<file path="config.mk">
export PLATFORM = sky130hd
export DESIGN_NAME = button_matrix_release_debouncer_top
export DESIGN_NICKNAME = d
export VERILOG_FILES = /design/src/hdl/bmrd_pkg.sv /design/src/hdl/bmrd_state_mem.sv /design/src/hdl/bmrd_update.sv /design/src/hdl/button_matrix_release_debouncer_top.sv
export SDC_FILE = /design/constraint.sdc
export NUM_CORES = 1
export LEC_CHECK = 0
export BUFFER_PORTS_ARGS = -buffer_cell sky130_fd_sc_hd__buf_2
export CAP_MARGIN = 10
export CORE_MARGIN = 8
export CORE_UTILIZATION = 40
export CTS_CLUSTER_DIAMETER = 150
export DETAILED_ROUTE_END_ITERATION = 8
export SLEW_MARGIN = 25
export SYNTH_ARGS = -nofsm -noshare
export SYNTH_HDL_FRONTEND = slang
export SYNTH_HIERARCHICAL = 1
export SYNTH_SLANG_ARGS = --single-unit
export TNS_END_PERCENT = 5
</file>
<file path="constraint.sdc">
create_clock -name clk -period 12.55 [get_ports clk]
set_input_delay 0.6275 -clock clk [delete_from_list [all_inputs] [get_ports clk]]
set_output_delay 0.6275 -clock clk [all_outputs]
set_load 0.02 [all_outputs]
</file>
<file path="src/hdl/bmrd_pkg.sv">
// Shared types, constants and address helpers for the key-matrix release debouncer.
`timescale 1ns / 1ps

package bmrd_pkg;

    localparam int ROWS    = 8;
    localparam int COLS    = 8;
    localparam int ROW_W   = 3;
    localparam int COL_W   = 3;
    localparam int CNT_W   = 8;
    localparam int ENTRIES = ROWS * COLS;
    localparam int ADDR_W  = (ENTRIES > 1) ? $clog2(ENTRIES) : 1;

    localparam logic [CNT_W-1:0] RELEASE_COUNT_RESET = CNT_W'(20);

    typedef struct packed {
        logic [ROW_W-1:0] row;
        logic [COL_W-1:0] column;
        logic             raw_now;
        logic             raw_before;
    } in_item_t;

    typedef struct packed {
        logic             event_res;
        logic [ROW_W-1:0] event_row;
        logic [COL_W-1:0] event_column;
        logic             debounced_level;
    } out_item_t;

    // One button's stored state
    typedef struct packed {
        logic             level;
        logic [CNT_W-1:0] count;
    } entry_t;

    typedef struct packed {
        logic              en;
        logic [ADDR_W-1:0] addr;
        entry_t            data;
    } mem_wr_t;

    function automatic logic btn_in_range(logic [ROW_W-1:0] row, logic [COL_W-1:0] col);
        return (int'(row) < ROWS) && (int'(col) < COLS);
    endfunction

    function automatic logic [ADDR_W-1:0] btn_addr(logic [ROW_W-1:0] row,
                                                   logic [COL_W-1:0] col);
        return ADDR_W'(int'(row) * COLS + int'(col));
    endfunction

endpackage

</file>
<file path="src/hdl/bmrd_state_mem.sv">
// Per-button state memory: registered read, one write port, reset-cleared valid bits.
`timescale 1ns / 1ps

module bmrd_state_mem (
    input  logic                         clk,
    input  logic                         rst_n,
    input  logic                         rd_en,
    input  logic [bmrd_pkg::ADDR_W-1:0]  rd_addr,
    output bmrd_pkg::entry_t             rd_data,
    input  bmrd_pkg::mem_wr_t            wr
);

    bmrd_pkg::entry_t                   mem [bmrd_pkg::ENTRIES];
    logic [bmrd_pkg::ENTRIES-1:0]       valid_reg;
    bmrd_pkg::entry_t                   rd_data_reg;

    always_ff @(posedge clk)
    begin
        if (wr.en)
        begin
            mem[wr.addr] <= wr.data;
        end
    end

    // never-written entries read as the reset value
    always_ff @(posedge clk)
    begin
        if (rd_en)
        begin
            rd_data_reg <= valid_reg[rd_addr] ? mem[rd_addr] : '0;
        end
    end

    always_ff @(posedge clk or negedge rst_n)
    begin
        if (!rst_n)
        begin
            valid_reg <= '0;
        end
        else if (wr.en)
        begin
            valid_reg[wr.addr] <= 1'b1;
        end
    end

    assign rd_data = rd_data_reg;

endmodule

</file>
<file path="src/hdl/bmrd_update.sv">
// Debounce decision for one button: new level, counter and event flag.
`timescale 1ns / 1ps

module bmrd_update (
    input  bmrd_pkg::in_item_t               item,
    input  logic                             in_range,
    input  bmrd_pkg::entry_t                 cur,
    input  logic [bmrd_pkg::CNT_W-1:0]       release_count,
    output bmrd_pkg::entry_t                 nxt,
    output logic                             event_res,
    output logic                             level
);

    logic changed;
    logic differs;

    always_comb
    begin
        changed   = item.raw_now != item.raw_before;
        differs   = item.raw_now != cur.level;
        nxt       = cur;
        event_res = 1'b0;
        if (changed && differs)
        begin
            if (item.raw_now)
            begin
                // press taken at once
                nxt.level = 1'b1;
                event_res = 1'b1;
            end
            else
            begin
                nxt.count = release_count;
            end
        end
        else if (!changed && differs && (cur.count != '0))
        begin
            nxt.count = cur.count - bmrd_pkg::CNT_W'(1);
            if (cur.count == bmrd_pkg::CNT_W'(1))
            begin
                nxt.level = item.raw_now;
                event_res = 1'b1;
            end
        end
        if (!in_range)
        begin
            event_res = 1'b0;
        end
        level = in_range ? nxt.level : 1'b0;
    end

endmodule

</file>
<file path="src/hdl/button_matrix_release_debouncer_top.sv">
// Top level of the key-matrix release debouncer: read stage, update stage, output register.
`timescale 1ns / 1ps
// Throughput: one transfer per cycle; input stalls only when both stages hold a result
// and out_ready is low. Memory has separate read and write ports.
// Path: the accepted item is registered with its state read, then the result in the output register.
// Memory read is issued on acceptance; update and write-back happen as the result moves
// to the output register; a bypass register covers back-to-back checks of one button.
// Reset: all buttons released, counters zero (per-entry valid bits), release_count = 20.

module button_matrix_release_debouncer_top (
    input  logic                  clk,
    input  logic                  rst_n,
    input  logic                  in_valid,
    output logic                  in_ready,
    input  bmrd_pkg::in_item_t    in_data,
    output logic                  out_valid,
    input  logic                  out_ready,
    output bmrd_pkg::out_item_t   out_data,
    input  logic                  cfg_valid,
    output logic                  cfg_ready,
    input  logic [7:0]            cfg_data
);

    // configuration register
    logic [bmrd_pkg::CNT_W-1:0]   release_count_reg;

    // update stage: item whose state read is in flight
    logic                         s1_valid_reg;
    bmrd_pkg::in_item_t           s1_item_reg;
    logic [bmrd_pkg::ADDR_W-1:0]  s1_addr_reg;
    logic                         s1_in_range_reg;

    // bypass of the most recent write-back
    logic                         fwd_valid_reg;
    logic [bmrd_pkg::ADDR_W-1:0]  fwd_addr_reg;
    bmrd_pkg::entry_t             fwd_data_reg;

    // output register
    logic                         out_valid_reg;
    bmrd_pkg::out_item_t          out_data_reg;

    logic                         in_xfer;
    logic                         s1_adv;
    logic [bmrd_pkg::ADDR_W-1:0]  in_addr;
    bmrd_pkg::entry_t             rd_data;
    bmrd_pkg::entry_t             cur_entry;
    bmrd_pkg::entry_t             nxt_entry;
    logic                         upd_event;
    logic                         upd_level;
    bmrd_pkg::mem_wr_t            wr;

    assign cfg_ready = 1'b1;

    // stage moves on when the output register is free or being drained
    assign s1_adv   = s1_valid_reg && (!out_valid_reg || out_ready);
    assign in_ready = !s1_valid_reg || s1_adv;
    assign in_xfer  = in_valid && in_ready;
    assign in_addr  = bmrd_pkg::btn_addr(in_data.row, in_data.column);

    bmrd_state_mem u_mem (
        .clk     (clk),
        .rst_n   (rst_n),
        .rd_en   (in_xfer),
        .rd_addr (in_addr),
        .rd_data (rd_data),
        .wr      (wr)
    );

    // the read missed a write made on the same edge; older ones are already in memory
    assign cur_entry = (fwd_valid_reg && (fwd_addr_reg == s1_addr_reg)) ? fwd_data_reg
                                                                         : rd_data;

    bmrd_update u_update (
        .item          (s1_item_reg),
        .in_range      (s1_in_range_reg),
        .cur           (cur_entry),
        .release_count (release_count_reg),
        .nxt           (nxt_entry),
        .event_res     (upd_event),
        .level         (upd_level)
    );

    always_comb
    begin
        wr.en   = s1_adv && s1_in_range_reg;
        wr.addr = s1_addr_reg;
        wr.data = nxt_entry;
    end

    always_ff @(posedge clk or negedge rst_n)
    begin
        if (!rst_n)
        begin
            release_count_reg <= bmrd_pkg::RELEASE_COUNT_RESET;
            s1_valid_reg      <= 1'b0;
            fwd_valid_reg     <= 1'b0;
            out_valid_reg     <= 1'b0;
        end
        else
        begin
            if (cfg_valid && cfg_ready)
            begin
                release_count_reg <= cfg_data;
            end
            if (in_ready)
            begin
                s1_valid_reg <= in_valid;
            end
            if (wr.en)
            begin
                fwd_valid_reg <= 1'b1;
            end
            if (s1_adv)
            begin
                out_valid_reg <= 1'b1;
            end
            else if (out_ready)
            begin
                out_valid_reg <= 1'b0;
            end
        end
    end

    // payload registers
    always_ff @(posedge clk)
    begin
        if (in_xfer)
        begin
            s1_item_reg     <= in_data;
            s1_addr_reg     <= in_addr;
            s1_in_range_reg <= bmrd_pkg::btn_in_range(in_data.row, in_data.column);
        end
        if (wr.en)
        begin
            fwd_addr_reg <= wr.addr;
            fwd_data_reg <= wr.data;
        end
        if (s1_adv)
        begin
            out_data_reg.event_res       <= upd_event;
            out_data_reg.event_row       <= s1_item_reg.row;
            out_data_reg.event_column    <= s1_item_reg.column;
            out_data_reg.debounced_level <= upd_level;
        end
    end

    assign out_valid = out_valid_reg;
    assign out_data  = out_data_reg;

endmodule

</file>
==> flow_summary.yaml <==
final_layout:
  antenna_cells: 0
  largest_reg_flops: 576
  areaGrowthSynthToFinish_pct: 13.5
  ff_latch_area_um2: 20200
  n_fill_cell: 5622
  final_layout_size_suffix_gt1_frac: 0.302
  fin_nets: 1473
  multi_input_area_um2: 6660
floorplan:
  ios: 32
  dieArea_um2: 76300
  dieWidth_um: 276
  initial_utilization: 0.404
  rows: 95
  die_h_um: 276
  core_um2: 67000
synth:
  synth_ff_type: "edfxtp_1"
  syn-cell-area_um2: 27100
  yosysMostFrequentCell: "edfxtp_1"
  ys_seq_area_frac: 0.746
  ys_ff_latch: 685
  synth_cells: 1389
  synth_top_area_share: 0.677
  yosys-top-cells-area: "edfxtp_1 68%, mux4_2 11%, dfrtp_1 6.7%"
  synth_top_area_cell: "edfxtp_1"
  ys.warnings.count: 6
  avgSynthCellArea_um2: 19.5
  synth_common_cells: "610 x edfxtp_1, 134 x mux4_2, 73 x dfrtp_1"
  async_flop_share: 0.109
  ys_types: 64
  synth_edf_count: 610
global_route:
  grt_overflow_total: 0
  grt_max_degree: 67
  track_usage: 0.162
  grt_pass1_vias: 13800
  antenna_found_initial: 1
  grt_pass1_wl_um: 93400
sta:
  min_period_over_period: 0.371
  drv_slew: 0
  tns_ns: 0
  fmax_ghz: 0.215
  hold_ws_ns: 0.197
  relSlewSlack: 0.289
  worst_slack_ns: 7.90
  clock_skew_ns: 0.0306
  setup_viol: 0
  min_period_ns: 4.65
  rsz0062_at_grt: "false"
  final_hold_viol_count: 0
  tightest_slew_ns: 1.06
setup_path:
  ff2ff_setup_slack_ns: 7.90
  crit_required_ns: 12.89
  reg2reg_to: "u_mem/mem[49][7]"
  slowest_stage: "ha_1"
  reg2reg_depth: 10
  crit_chain: "xnor2_1 -> nand4_1 -> nor4_4 -> mux2_2 -> inv_1 -> ha_1 -> nand3_4 -> nor3_2 -> a221o_2 -> buf_4"
  crit_path_max_fanout: 37
  critical_path.startpoint: "s1_item_reg[5]"
  slowest_delay_ns: 0.64
  critPathCapture: "u_mem/mem[49][7]"
  crit_type: "flop to flop"
  worstSetupEndpointType: "flop"
  startpoint_type: "flop"
  cp_data_arrival_time_ns: 5.00
  r2r-start: "s1_item_reg[5]"
cts:
  clock-root-buffer: "clkbuf_16"
  cts.path.max_buffers: 3
  post_cts_buffers: 0
  cts.sinks: 685
  insertion_delay_ns: 0.62
  path_clk_slew_ns: 0.06
  cts_made_buffers: 72
  htreeDepth: 3
  cts_tree: "done"
route:
  drtAntennaViolNets: 0
  vias: 13700
  drt-pass1-iter-count: 6
  vias_per_cell: 5.73
  wire_per_inst_um: 26.5
  drt_iter0_drc: 1520
  wirelength_um: 63000
  drc: 0
power_and_ir_drop:
  p_per_area_nw_per_um2: 167
  p_leak_uw: 0.0102
  ir_drop_mv: 0.0955
place:
  place_congestion: 0.795
  dpl.hpwl_um: 38600
  io_buffer_count: 30
  dp_worst_setup_slack_ns: 7.75
job:
  maxCapViolCount: 0
worst_hold_path:
  worstHoldPathType: "input port to flop"
run_status:
  status: "completed"
[stage by stage]
stage / instance area (µm²) / total power, µW / util / std cells
2_1_floorplan: 27100 / 2950 / - / 1391
3_3_place_gp: 28200 / 3090 / 0.421 / 2244
3_5_place_dp: 28300 / 3110 / 0.423 / 2246
4_1_cts: 30700 / 5180 / 0.457 / 2381
5_1_grt: 30700 / 5310 / 0.458 / 2382
6_report: 30700 / 5140 / 0.458 / 2382
[logic make-up after synthesis]
group	count (synthesis)	synth area share
compound gates	160	0.0421
xor+xnor	8	0.00328
fa+ha+maj	4	0.00176
buf+inv	82	0.0151
flops	685	0.746
mux	197	0.141
other cells	1	0.000139
simple gates	252	0.0504
[repair_timing]
item	CTS	global route
resized for setup	0	0
hold buffers	1	0
endpoints found under the setup margin	0	0
endpoints found under the hold margin	3	0
[where the power goes]
part | switching (µW) | internal, µW | leakage [µW]
clock network | 867 | 1200 | 0.00113
logic | 259 | 150 | 0.00256
registers | 38.3 | 2620 | 0.00648
total | 1160 | 3970 | 0.0102
[placed cells by master (no fill, tap or decap), types with 8 or more instances in the layout]
cell type and count:
edfxtp_1 610, a22oi_1 62, buf_4 23, or2_2 67, clkbuf_8 10, mux4_1 8
clkinv_2 10, a221o_1 9, clkbuf_16 73, buf_2 27, nor2_1 33, mux2_2 35
nand2_1 52, clkinv_1 8, o22ai_1 11, a21oi_1 40, nor2_2 36, clkbuf_1 22
inv_1 9, nor2b_1 8, mux4_2 134, o221ai_1 9, mux2i_1 19, a211oi_1 9
nand3_1 9, dfrtp_1 73
[worst min-delay path by stage]
stage | slack, ns | startpoint | end | depth (start not counted)
3_3_place_gp | 0.44 | u_mem/valid_reg[21] | u_mem/valid_reg[21] | 1
3_5_place_dp | 0.44 | u_mem/valid_reg[5] | u_mem/valid_reg[5] | 1
5_1_grt | 0.18 | in_data[1] | s1_item_reg[1] | 1
6_report | 0.20 | in_data[0] | s1_item_reg[0] | 1
4_1_cts | 0.17 | in_data[0] | s1_item_reg[0] | 1
2_1_floorplan | 0.33 | rst_n | fwd_valid_reg | 0
[worst max-delay path: cells and delay by family (launching register included)]
kind / cells / cell delay [ns]
buffers and inverters: 2 / 0.59
XOR/XNOR: 1 / 0.22
AO/OA/AOI/OAI: 1 / 0.62
flip-flops: 1 / 0.56
adder cells (fa/ha/maj): 1 / 0.64
AND/OR/NAND/NOR: 4 / 1.25
multiplexers: 1 / 0.42
[per-layer routing]
metal,track usage,up-vias,part of all wire
li1,-,5758,-
met4,0.0430,2,0.019
met3,0.0362,79,0.077
met2,0.252,500,0.47
met5,0,-,0.00027
met1,0.229,7316,0.43
[cell type report]
type                    count  share of cell area
well taps                 873              0.0355
repair buffers             57              0.0142
flip-flops and latches    685               0.657
clock buffers             105              0.0666
inverters                   9             0.00110
multi-input cells         624               0.217
clock inverters            29             0.00871
No activity file was read; power rests on OpenSTA's default activity.
